File: config.mk
export PLATFORM = sky130hd
export DESIGN_NAME = clipped_gouraud_span_walker
export DESIGN_NICKNAME = d
export VERILOG_FILES = /design/src/sv/cgsw_pkg.sv /design/src/sv/clipped_gouraud_span_walker.sv
export VERILOG_INCLUDE_DIRS = /design/src /design/src/sv
export SDC_FILE = /design/constraint.sdc
export NUM_CORES = 2
export LEC_CHECK = 0
export BUFFER_PORTS_ARGS = -buffer_cell sky130_fd_sc_hd__buf_2
export CORE_MARGIN = 2
export CORE_UTILIZATION = 68
export CTS_CLUSTER_SIZE = 8
export DETAILED_ROUTE_END_ITERATION = 7
export PLACE_DENSITY = 0.93
export SLEW_MARGIN = 5
export SYNTH_ARGS = -nofsm -noshare
export SYNTH_HDL_FRONTEND = slang
export SYNTH_SLANG_ARGS = --single-unit
File: constraint.sdc
create_clock -name aclk -period 16.77 [get_ports aclk]
set_clock_uncertainty 0.15 [all_clocks]
set_input_delay 5.031 -clock aclk [delete_from_list [all_inputs] [get_ports aclk]]
set_output_delay 5.031 -clock aclk [all_outputs]
set_load 0.01 [all_outputs]
File: src/sv/clipped_gouraud_span_walker_assert.svh
// ----------------------------------------------------------------------------
// Assertion macros for the clipped Gouraud span walker
// Immediate-consequence and next-cycle implication checks on aclk/aresetn.
// ----------------------------------------------------------------------------
`ifndef CLIPPED_GOURAUD_SPAN_WALKER_ASSERT_SVH
`define CLIPPED_GOURAUD_SPAN_WALKER_ASSERT_SVH

// antecedent implies consequent in the same cycle
`define CGSW_ASSERT_NOW(label, ante, cons) \
    label: assert property (@(posedge aclk) disable iff (!aresetn) \
        (ante) |-> (cons)) else $error("span walker check failed");

// antecedent implies consequent in the following cycle
`define CGSW_ASSERT_NEXT(label, ante, cons) \
    label: assert property (@(posedge aclk) disable iff (!aresetn) \
        (ante) |=> (cons)) else $error("span walker check failed");

`endif

File: src/sv/cgsw_pkg.sv
`timescale 1ns / 1ps
// ----------------------------------------------------------------------------
// Clipped Gouraud span walker package
// Constants, register indexes and sequencer state type.
// ----------------------------------------------------------------------------
package cgsw_pkg;

    localparam int COLOR_FRAC_BITS = 16;
    localparam int MAX_SPAN        = 64;
    localparam int CNT_W           = $clog2(MAX_SPAN + 1);
    localparam int COORD_W         = 16;
    localparam int COLOR_W         = 32;
    localparam int PIX_COLOR_W     = 8;
    localparam int CFG_IDX_W       = 3;
    localparam int IN_DATA_W       = 112;
    localparam int OUT_DATA_W      = 40;

    typedef enum logic [CFG_IDX_W-1:0] {
        REG_CLIP_ENABLE = 3'd0,
        REG_CLIP_LEFT   = 3'd1,
        REG_CLIP_RIGHT  = 3'd2,
        REG_CLIP_TOP    = 3'd3,
        REG_CLIP_BOTTOM = 3'd4,
        REG_ORIGIN_X    = 3'd5,
        REG_ORIGIN_Y    = 3'd6,
        REG_UNUSED      = 3'd7
    } cfg_reg_t;

    typedef enum logic [4:0] {
        S_IDLE  = 5'b00001,
        S_CLIP  = 5'b00010,
        S_MUL   = 5'b00100,
        S_SETUP = 5'b01000,
        S_WALK  = 5'b10000
    } state_t;

endpackage

File: src/sv/clipped_gouraud_span_walker.sv
`timescale 1ns / 1ps
// ----------------------------------------------------------------------------
// Clipped Gouraud span walker
// Offsets, clips and walks one span, one shaded pixel per unstalled cycle.
// ----------------------------------------------------------------------------
// Input channel s_*: one item per span (row, start and end column, end
// exclusive going up, start exclusive going down, direction in s_tuser,
// fixed-point start colour and step). Output m_*: one item per pixel,
// m_tlast on the last pixel, m_tuser on each pixel of a span cut at 64.
// Configuration channel cfg_*: register index and data, always ready; write
// only while no span is in progress.
// Operation: a span passes clip, multiply and setup steps in turn, then the
// walk loads one pixel per cycle into the output register while m_tready
// does not stall it. The single 17x32 multiplier corrects the colour of a
// clipped start, and the colour adder is shared between that correction
// and the per-pixel step. s_tready is high only while no span is held.
// Stalls on m_tready freeze the walk with the pending pixel held in the
// output register.
// Reset (aresetn low, synchronous) clears the walk, drops m_tvalid and
// restores the clip window 0..1023 x 0..767, clipping off, zero origin.
// ----------------------------------------------------------------------------
module clipped_gouraud_span_walker (
    input  logic                             aclk,
    input  logic                             aresetn,
    input  logic                             s_tvalid,
    output logic                             s_tready,
    // row, x_start, x_end, color_start, color_step
    input  logic [cgsw_pkg::IN_DATA_W-1:0]   s_tdata,
    // kind
    input  logic                             s_tuser,
    output logic                             m_tvalid,
    input  logic                             m_tready,
    // pixel_x, pixel_y, pixel_color
    output logic [cgsw_pkg::OUT_DATA_W-1:0]  m_tdata,
    output logic                             m_tlast,
    // truncated
    output logic                             m_tuser,
    input  logic                             cfg_valid,
    output logic                             cfg_ready,
    input  logic [cgsw_pkg::CFG_IDX_W-1:0]   cfg_index,
    input  logic [cgsw_pkg::COORD_W-1:0]     cfg_data
);
    import cgsw_pkg::*;

    state_t state_reg, state_next;

    logic                       clip_enable_reg;
    logic signed [COORD_W-1:0]  clip_left_reg, clip_right_reg;
    logic signed [COORD_W-1:0]  clip_top_reg, clip_bottom_reg;
    logic signed [COORD_W-1:0]  origin_x_reg, origin_y_reg;

    logic                       down_reg, down_next;
    logic signed [COORD_W:0]    y_reg, y_next;
    logic signed [COORD_W:0]    xs_reg, xs_next;
    logic signed [COORD_W:0]    xe_reg, xe_next;
    logic [COLOR_W-1:0]         col_reg, col_next;
    logic [COLOR_W-1:0]         step_reg, step_next;
    logic [COORD_W:0]           skip_reg, skip_next;
    logic                       row_ok_reg, row_ok_next;
    logic [COLOR_W-1:0]         prod_reg, prod_next;
    logic                       trunc_reg, trunc_next;

    logic [COORD_W-1:0]         cur_x_reg, cur_x_next;
    logic [COLOR_W-1:0]         cur_color_reg, cur_color_next;
    logic [CNT_W-1:0]           pixels_left_reg, pixels_left_next;

    logic                       m_valid_reg, m_valid_next;
    logic [OUT_DATA_W-1:0]      m_data_reg, m_data_next;
    logic                       m_last_reg, m_last_next;
    logic                       m_user_reg, m_user_next;

    logic signed [COORD_W:0]    cl_ext, cr1_ext, ct_ext, cb_ext;
    logic signed [COORD_W+1:0]  diff_skip;
    logic signed [COORD_W+1:0]  count;
    logic [COLOR_W-1:0]         add_a, add_b, add_sum;
    logic                       add_sub;
    logic [COLOR_W+COORD_W:0]   prod_full;
    logic                       load_pix;

    assign s_tready  = (state_reg == S_IDLE);
    assign cfg_ready = 1'b1;
    assign m_tvalid  = m_valid_reg;
    assign m_tdata   = m_data_reg;
    assign m_tlast   = m_last_reg;
    assign m_tuser   = m_user_reg;

    assign cl_ext  = {clip_left_reg[COORD_W-1], clip_left_reg};
    assign cr1_ext = {clip_right_reg[COORD_W-1], clip_right_reg} + 17'sd1;
    assign ct_ext  = {clip_top_reg[COORD_W-1], clip_top_reg};
    assign cb_ext  = {clip_bottom_reg[COORD_W-1], clip_bottom_reg};

    assign prod_full = skip_reg * step_reg;
    assign count     = down_reg ? ({xs_reg[COORD_W], xs_reg} - {xe_reg[COORD_W], xe_reg})
                                : ({xe_reg[COORD_W], xe_reg} - {xs_reg[COORD_W], xs_reg});
    assign load_pix  = !m_valid_reg || m_tready;

    // shared colour adder: start correction in setup, per-pixel step in walk
    always_comb begin
        if (state_reg == S_SETUP) begin
            add_a = col_reg;
            add_b = prod_reg;
        end else begin
            add_a = cur_color_reg;
            add_b = step_reg;
        end
        add_sub = down_reg;
        add_sum = add_sub ? (add_a - add_b) : (add_a + add_b);
    end

    always_comb begin
        state_next       = state_reg;
        down_next        = down_reg;
        y_next           = y_reg;
        xs_next          = xs_reg;
        xe_next          = xe_reg;
        col_next         = col_reg;
        step_next        = step_reg;
        skip_next        = skip_reg;
        row_ok_next      = row_ok_reg;
        prod_next        = prod_reg;
        trunc_next       = trunc_reg;
        cur_x_next       = cur_x_reg;
        cur_color_next   = cur_color_reg;
        pixels_left_next = pixels_left_reg;
        m_valid_next     = m_valid_reg && !m_tready;
        m_data_next      = m_data_reg;
        m_last_next      = m_last_reg;
        m_user_next      = m_user_reg;
        diff_skip        = '0;

        unique case (state_reg)
            S_IDLE: begin
                if (s_tvalid) begin
                    down_next  = s_tuser;
                    y_next     = {s_tdata[15], s_tdata[15:0]}
                               + {origin_y_reg[COORD_W-1], origin_y_reg};
                    xs_next    = {s_tdata[31], s_tdata[31:16]}
                               + {origin_x_reg[COORD_W-1], origin_x_reg};
                    xe_next    = {s_tdata[47], s_tdata[47:32]}
                               + {origin_x_reg[COORD_W-1], origin_x_reg};
                    col_next   = s_tdata[79:48];
                    step_next  = s_tdata[111:80];
                    state_next = S_CLIP;
                end
            end
            S_CLIP: begin
                skip_next   = '0;
                row_ok_next = 1'b1;
                if (clip_enable_reg) begin
                    row_ok_next = !((y_reg < ct_ext) || (y_reg > cb_ext));
                    if (!down_reg) begin
                        if (xs_reg < cl_ext) begin
                            diff_skip = {cl_ext[COORD_W], cl_ext} - {xs_reg[COORD_W], xs_reg};
                            skip_next = diff_skip[COORD_W:0];
                            xs_next   = cl_ext;
                        end
                        if (xe_reg > cr1_ext) begin
                            xe_next = cr1_ext;
                        end
                    end else begin
                        if (xs_reg > cr1_ext) begin
                            diff_skip = {xs_reg[COORD_W], xs_reg} - {cr1_ext[COORD_W], cr1_ext};
                            skip_next = diff_skip[COORD_W:0];
                            xs_next   = cr1_ext;
                        end
                        if (xe_reg < cl_ext) begin
                            xe_next = cl_ext;
                        end
                    end
                end
                state_next = S_MUL;
            end
            S_MUL: begin
                prod_next  = prod_full[COLOR_W-1:0];
                state_next = S_SETUP;
            end
            S_SETUP: begin
                if (row_ok_reg && (count > 18'sd0)) begin
                    cur_x_next     = down_reg ? (xs_reg[COORD_W-1:0] - 16'd1)
                                              : xs_reg[COORD_W-1:0];
                    cur_color_next = add_sum;
                    if (count > MAX_SPAN) begin
                        pixels_left_next = CNT_W'(MAX_SPAN);
                        trunc_next       = 1'b1;
                    end else begin
                        pixels_left_next = count[CNT_W-1:0];
                        trunc_next       = 1'b0;
                    end
                    state_next = S_WALK;
                end else begin
                    state_next = S_IDLE;
                end
            end
            S_WALK: begin
                if (load_pix) begin
                    m_valid_next     = 1'b1;
                    m_data_next      = {cur_color_reg[COLOR_FRAC_BITS +: PIX_COLOR_W],
                                        y_reg[COORD_W-1:0], cur_x_reg};
                    m_last_next      = (pixels_left_reg == CNT_W'(1));
                    m_user_next      = trunc_reg;
                    cur_x_next       = down_reg ? (cur_x_reg - 16'd1) : (cur_x_reg + 16'd1);
                    cur_color_next   = add_sum;
                    pixels_left_next = pixels_left_reg - CNT_W'(1);
                    if (pixels_left_reg == CNT_W'(1)) begin
                        state_next = S_IDLE;
                    end
                end
            end
            default: begin
                state_next = S_IDLE;
            end
        endcase
    end

    always_ff @(posedge aclk) begin
        if (!aresetn) begin
            state_reg       <= S_IDLE;
            m_valid_reg     <= 1'b0;
            pixels_left_reg <= '0;
            cur_x_reg       <= '0;
            cur_color_reg   <= '0;
            clip_enable_reg <= 1'b0;
            clip_left_reg   <= 16'sd0;
            clip_right_reg  <= 16'sd1023;
            clip_top_reg    <= 16'sd0;
            clip_bottom_reg <= 16'sd767;
            origin_x_reg    <= 16'sd0;
            origin_y_reg    <= 16'sd0;
        end else begin
            state_reg       <= state_next;
            m_valid_reg     <= m_valid_next;
            pixels_left_reg <= pixels_left_next;
            cur_x_reg       <= cur_x_next;
            cur_color_reg   <= cur_color_next;
            if (cfg_valid && cfg_ready) begin
                unique case (cfg_reg_t'(cfg_index))
                    REG_CLIP_ENABLE: clip_enable_reg <= cfg_data[0];
                    REG_CLIP_LEFT:   clip_left_reg   <= cfg_data;
                    REG_CLIP_RIGHT:  clip_right_reg  <= cfg_data;
                    REG_CLIP_TOP:    clip_top_reg    <= cfg_data;
                    REG_CLIP_BOTTOM: clip_bottom_reg <= cfg_data;
                    REG_ORIGIN_X:    origin_x_reg    <= cfg_data;
                    REG_ORIGIN_Y:    origin_y_reg    <= cfg_data;
                    REG_UNUSED:      clip_enable_reg <= clip_enable_reg;
                endcase
            end
        end
    end

    always_ff @(posedge aclk) begin
        down_reg   <= down_next;
        y_reg      <= y_next;
        xs_reg     <= xs_next;
        xe_reg     <= xe_next;
        col_reg    <= col_next;
        step_reg   <= step_next;
        skip_reg   <= skip_next;
        row_ok_reg <= row_ok_next;
        prod_reg   <= prod_next;
        trunc_reg  <= trunc_next;
        m_data_reg <= m_data_next;
        m_last_reg <= m_last_next;
        m_user_reg <= m_user_next;
    end

`include "clipped_gouraud_span_walker_assert.svh"

    `CGSW_ASSERT_NEXT(a_accept_to_clip, s_tvalid && s_tready, state_reg == S_CLIP)
    `CGSW_ASSERT_NOW(a_walk_has_pixels, state_reg == S_WALK, pixels_left_reg != '0)
    `CGSW_ASSERT_NEXT(a_last_ends_walk,
        (state_reg == S_WALK) && load_pix && (pixels_left_reg == CNT_W'(1)),
        (state_reg == S_IDLE) && m_tvalid && m_tlast)

endmodule
Yosys cells after proc, flatten, opt, wreduce, memory -nomap -nowiden:

Cells that the tools add are included.

* $add $sub $neg: 14
* equal/unequal tests: 21
* $mul: 1
* $lt $le $gt $ge: 8
* reductions and logical operators: 24
* muxes and demuxes: 39

Operators by type and width (count)
* 17-bit 2-to-1 mux: 13
* 32-bit 2-to-1 mux: 5
* 17-bit one-hot mux with 2 select lines: 2
* 16-bit 2-to-1 mux: 4
* 32-bit one-hot mux with 2 select lines: 1
* 16-bit by 16-bit adder with 17-bit output: 3
* 17-bit by 16-bit < comparator with 1-bit output: 3
* 17-bit by 17-bit subtractor with 18-bit output: 2
* 17-bit greater-than comparator: 2
* 32-bit adder: 1
* 17-bit by 32-bit multiplier with 32-bit output: 1
* 16-bit one-hot mux with 2 select lines: 1
* 16-bit by 1-bit subtractor with 16-bit output, second input constant: 2
* 32-bit subtractor: 1
* 5-bit one-hot mux with 5 select lines: 1
* 7-bit 2-to-1 mux: 3
* 5-bit 2-to-1 mux: 4
* 2-bit AND reduction: 10
* 18-bit by 1-bit greater-than comparator with 1-bit output, second input constant: 1
* 18-bit by 8-bit greater-than comparator with 1-bit output, second input constant: 1
* 18-bit 2-to-1 mux: 1
* 16-bit by 2-bit adder with 17-bit output, second input constant: 1
* 17-bit by 16-bit greater-than comparator with 1-bit output: 1
* 16-bit by 17-bit subtractor with 17-bit output: 1
* other kinds (24): 42

* register bits: 367
* logic and storage cells: 132

Longest topological paths before layout:

* depth in word-level cells: 6
* mapped depth: 26
* mapped depth without buffers: 24

Least setup slack after synthesis:

Ideal clock, no wire load.

* kind: input port to flip-flop
* start point: input s_tdata[16] (netlist bit)
* end point: register xs_reg[16] (data pin)
* path slack: 9.280 ns
* buffers on the path: 0
* stages: 14
* arrival time: 7.071 ns
* cell sequence: ha_1 > inv_1 > fa_1 > nor2b_1 > o21ai_0 > a21oi_1 > o21ai_0 > a21o_1 > a21oi_1 > o31ai_1 > a21oi_1 > a41oi_1 > o21ai_0 > o21ai_0

* longest elaborated chain between the ends: 3

Ends and longest elaborated chain
* from (decl): line clipped_gouraud_span_walker.sv:28 `input logic [cgsw_pkg::IN_DATA_W-1:0] s_tdata,`
* 16-bit by 16-bit adder with 17-bit output: line clipped_gouraud_span_walker.sv:138 `+ {origin_x_reg[COORD_W-1], origin_x_reg};`
* 17-bit 2-to-1 mux: line clipped_gouraud_span_walker.sv:133 `if (s_tvalid) begin`
* 17-bit one-hot mux with 2 select lines: line clipped_gouraud_span_walker.sv:131 `unique case (state_reg)`
* via xs_next[16]: line clipped_gouraud_span_walker.sv:54 `logic signed [COORD_W:0] xs_reg, xs_next;`
* to (signal assigned): line clipped_gouraud_span_walker.sv:253 `xs_reg <= xs_next;`
* to (decl): line clipped_gouraud_span_walker.sv:54

The timed path passes the listed nets, and every way through them passes these cells. The select of a mux whose other input is x is not followed.
A chain may end at the register's enable or synchronous reset.

Worst setup path in the final report:

* start point: input s_tdata[32] (netlist bit)
* end point: register xe_reg[14] (data pin)

* longest elaborated chain between the ends: 3

Ends and longest elaborated chain
* 16-bit by 16-bit adder with 17-bit output: line clipped_gouraud_span_walker.sv:140 `+ {origin_x_reg[COORD_W-1], origin_x_reg};`
* 17-bit 2-to-1 mux: line clipped_gouraud_span_walker.sv:133
* 17-bit one-hot mux with 2 select lines: line clipped_gouraud_span_walker.sv:131
* via xe_next[14]: line clipped_gouraud_span_walker.sv:55 `logic signed [COORD_W:0] xe_reg, xe_next;`
* to (signal assigned): line clipped_gouraud_span_walker.sv:254 `xe_reg <= xe_next;`
* to (decl): line clipped_gouraud_span_walker.sv:55

The timed path passes the listed nets, and every way through them passes these cells. The select of a mux whose other input is x is not followed.

==> flow_metrics.tcl <==
set metrics [dict create \
    status "finished clean" \
    clock-sinks 335 \
    slew_violations 0 \
    max_freq_mhz 133 \
    path_cells "buf_2, ha_1, inv_1, fa_1, nor2b_1, o21ai_0, a21oi_1, o21ai_0, a21o_1, a21oi_1, o31ai_1, a21oi_1, a21oi_1, xor2_1, o21ai_0" \
    finalHoldViolations 0 \
    std_cell_rows 77 \
    crit_family "compound AO/OA/AOI/OAI gates" \
    syn_avg_cell_area_um2 8.80 \
    final-setup-viol-count 0 \
    worstMarginPinSlew_ns 1.16 \
    post-route-period-util_pct 44.7 \
    final_cell_mix "nand2_1 (559), inv_1 (414), ha_1 (283)" \
    io-pin-count 182 \
    syn-cell-area_mm2 0.0301 \
    clk_path_buf_depth 3 \
    overflow 0 \
    grt_pass1_vias 26164 \
    start_util_pct 68.6 \
    cts_tree "done" \
    power.density_mw_per_mm2 84.4 \
    cts_buffers 48 \
    dr.pass1.iters 6 \
    rsz0062_at_grt "no" \
    fin_setup_tns_ns 0 \
    drive_above_1_share_pct 7.55 \
    area_growth_pct 8.77 \
    vdd.ir_drop.worst_uv 96.0 \
    final_area_mm2 0.0328 \
    ys_ff_latch 335 \
    ys_seq_area_share_pct 28.4 \
    gp_congestion 0.942 \
    grt_use_total_pct 35.9 \
    routed_wl_um 82700 \
    p_leak_uw 0.0143 \
    antenna_found_initial 0 \
    cp_max_fo 3 \
    grt_pass1_wl_um 132000 \
    arrival_ns 7.69 \
    crit_type "input port to register" \
    slew_headroom_pct 22.4 \
    cp_num_buf_inv 2 \
    synthFlopType "edfxtp_1" \
    ctsResizeCount 0 \
    grt_max_degree 92 \
    end_kind "register" \
    ctsHoldBuffers 0 \
    cap_violations 0 \
    cts_setup_buffers 0 \
    num-fill-cells 2920 \
    fp.dieH_um 214 \
    dieArea_mm2 0.0460 \
    clk_pin_slew_ns 0.05 \
    vias 25786 \
    root_buffer "clkbuf_16" \
    post_drt_wl_per_cell_um 19.9 \
    synthCells 3424 \
    yosys_warnings 0 \
    insertion_delay_ns 0.62 \
    worst_setup_path_start_kind "input port" \
    drtIter0Drc 2646 \
    worst_path_most_repeated_cell "a21oi_1" \
    core_region_area_mm2 0.0439 \
    htreeDepth 2 \
    drcViolationCount 0 \
    required_ns 16.95 \
    place_area_mm2 0.0313 \
    synth_cell_type_count 86 \
    layout.nets 4155 \
    via_per_inst 6.20 \
    hold_path.class "register to register" \
    port_buffers 164 \
    hpwl_um 58600 \
    drtAntennaViolNets 0 \
    max_stage_delay_ns 0.39 \
    largest_reg_flops 40 \
    async_flop_share_pct 0 \
    syn_nets 4052 \
    die_w_um 214 \
    critPathSlowestCell "o31ai_1" \
    final_common_cell "nand2_1" \
    synth_edf_count 185 \
    fin_crit_ns 7.50 \
]
-- report_power, final --
part | internal [uW] | switching (uW) | leakage, uW
Sequential | 924 | 49.9 | 0.00297
Clock | 548 | 387 | 0.000683
Combinational | 347 | 509 | 0.0106
-- logic make-up after synthesis --
kind of cell	Yosys count	share of synthesized area, %
compound gates	650	13.5
xor+xnor	207	6.02
fa+ha+maj	491	25.6
buf+inv	552	7.05
flops	335	28.4
mux	73	2.44
other cells	1	0.0124
simple gates	1115	17.0
-- through the flow --
step	cells	setup slack (ns)	utilization (%)	total power (uW)	hold WS, ns
after floorplan	3424	9.28	-	1590	0.250
after global placement	4069	8.84	71.3	1780	0.253
after detailed placement	4069	8.77	71.3	1810	0.262
after CTS	4157	9.34	74.6	2750	0.275
after global routing	4157	9.07	74.6	2890	0.293
final	4158	9.27	74.6	2770	0.280
-- cell type report --
cell class | instances | area (um2) | area share [%]
multi-input combinational | 2537 | 19500 | 59.4
sequential | 335 | 8560 | 26.1
inverter | 419 | 1570 | 4.80
clock buffer | 84 | 1360 | 4.14
timing repair buffer | 186 | 986 | 3.01
tap | 592 | 741 | 2.26
clock inverter | 4 | 85.1 | 0.260
antenna | 1 | 2.50 | 0.00764
-- routing by layer --
| metal | share of wire, % | up-vias | global-route usage (%) |
|---|---|---|---|
| li1 | - | 11735 | - |
| met1 | 37 | 12239 | 42.9 |
| met2 | 48 | 1448 | 60.5 |
| met3 | 8.8 | 364 | 6.04 |
| met4 | 6.6 | 0 | 22.3 |
| met5 | 0 | - | 0 |
-- final timing paths --
check                            start                     end  slack [ns]  cells after the start
max                        s_tdata[32]    xe_reg[14]$_DFFE_PP_        9.27                     15
max reg2reg  skip_reg[2]$_SDFFCE_PN0P_  prod_reg[23]$_DFFE_PP_        9.89                     18
min                trunc_reg$_DFFE_PP_       m_tuser$_DFFE_PP_        0.28                      0
min reg2reg        trunc_reg$_DFFE_PP_       m_tuser$_DFFE_PP_        0.28                      0
-- worst reg2reg max path: cells and delay by family (launching register included) --
kind,cells,cell delay (ns)
adders and majority gates,7,2.92
DFF,1,0.96
xor gates and xnor gates,1,0.15
and+or+nand+nor,1,0.22
AOI/OAI and AO/OA,6,2.04
buffers and inverters,3,0.16
-- cells in the mapped netlist (all sizes together) (27+ instances only) --
master | number | share of area (%)
nand2 | 559 | 7.0
fa | 208 | 14
ha | 283 | 12
nand2b | 30 | 0.62
inv | 418 | 5.2
nor2 | 148 | 1.9
edfxtp | 185 | 18
o22ai | 27 | 0.58
clkbuf | 114 | 1.4
mux2i | 69 | 2.3
xor2 | 82 | 2.4
nor2b | 45 | 0.93
a21o | 50 | 1.2
xnor2 | 125 | 3.6
dfxtp | 150 | 10
nand3 | 65 | 1.1
a21oi | 237 | 3.9
nor3 | 62 | 1.0
o21ai | 130 | 2.2
o211ai | 33 | 0.82
and2 | 108 | 2.2
No activity file was read; power rests on OpenSTA's default activity.
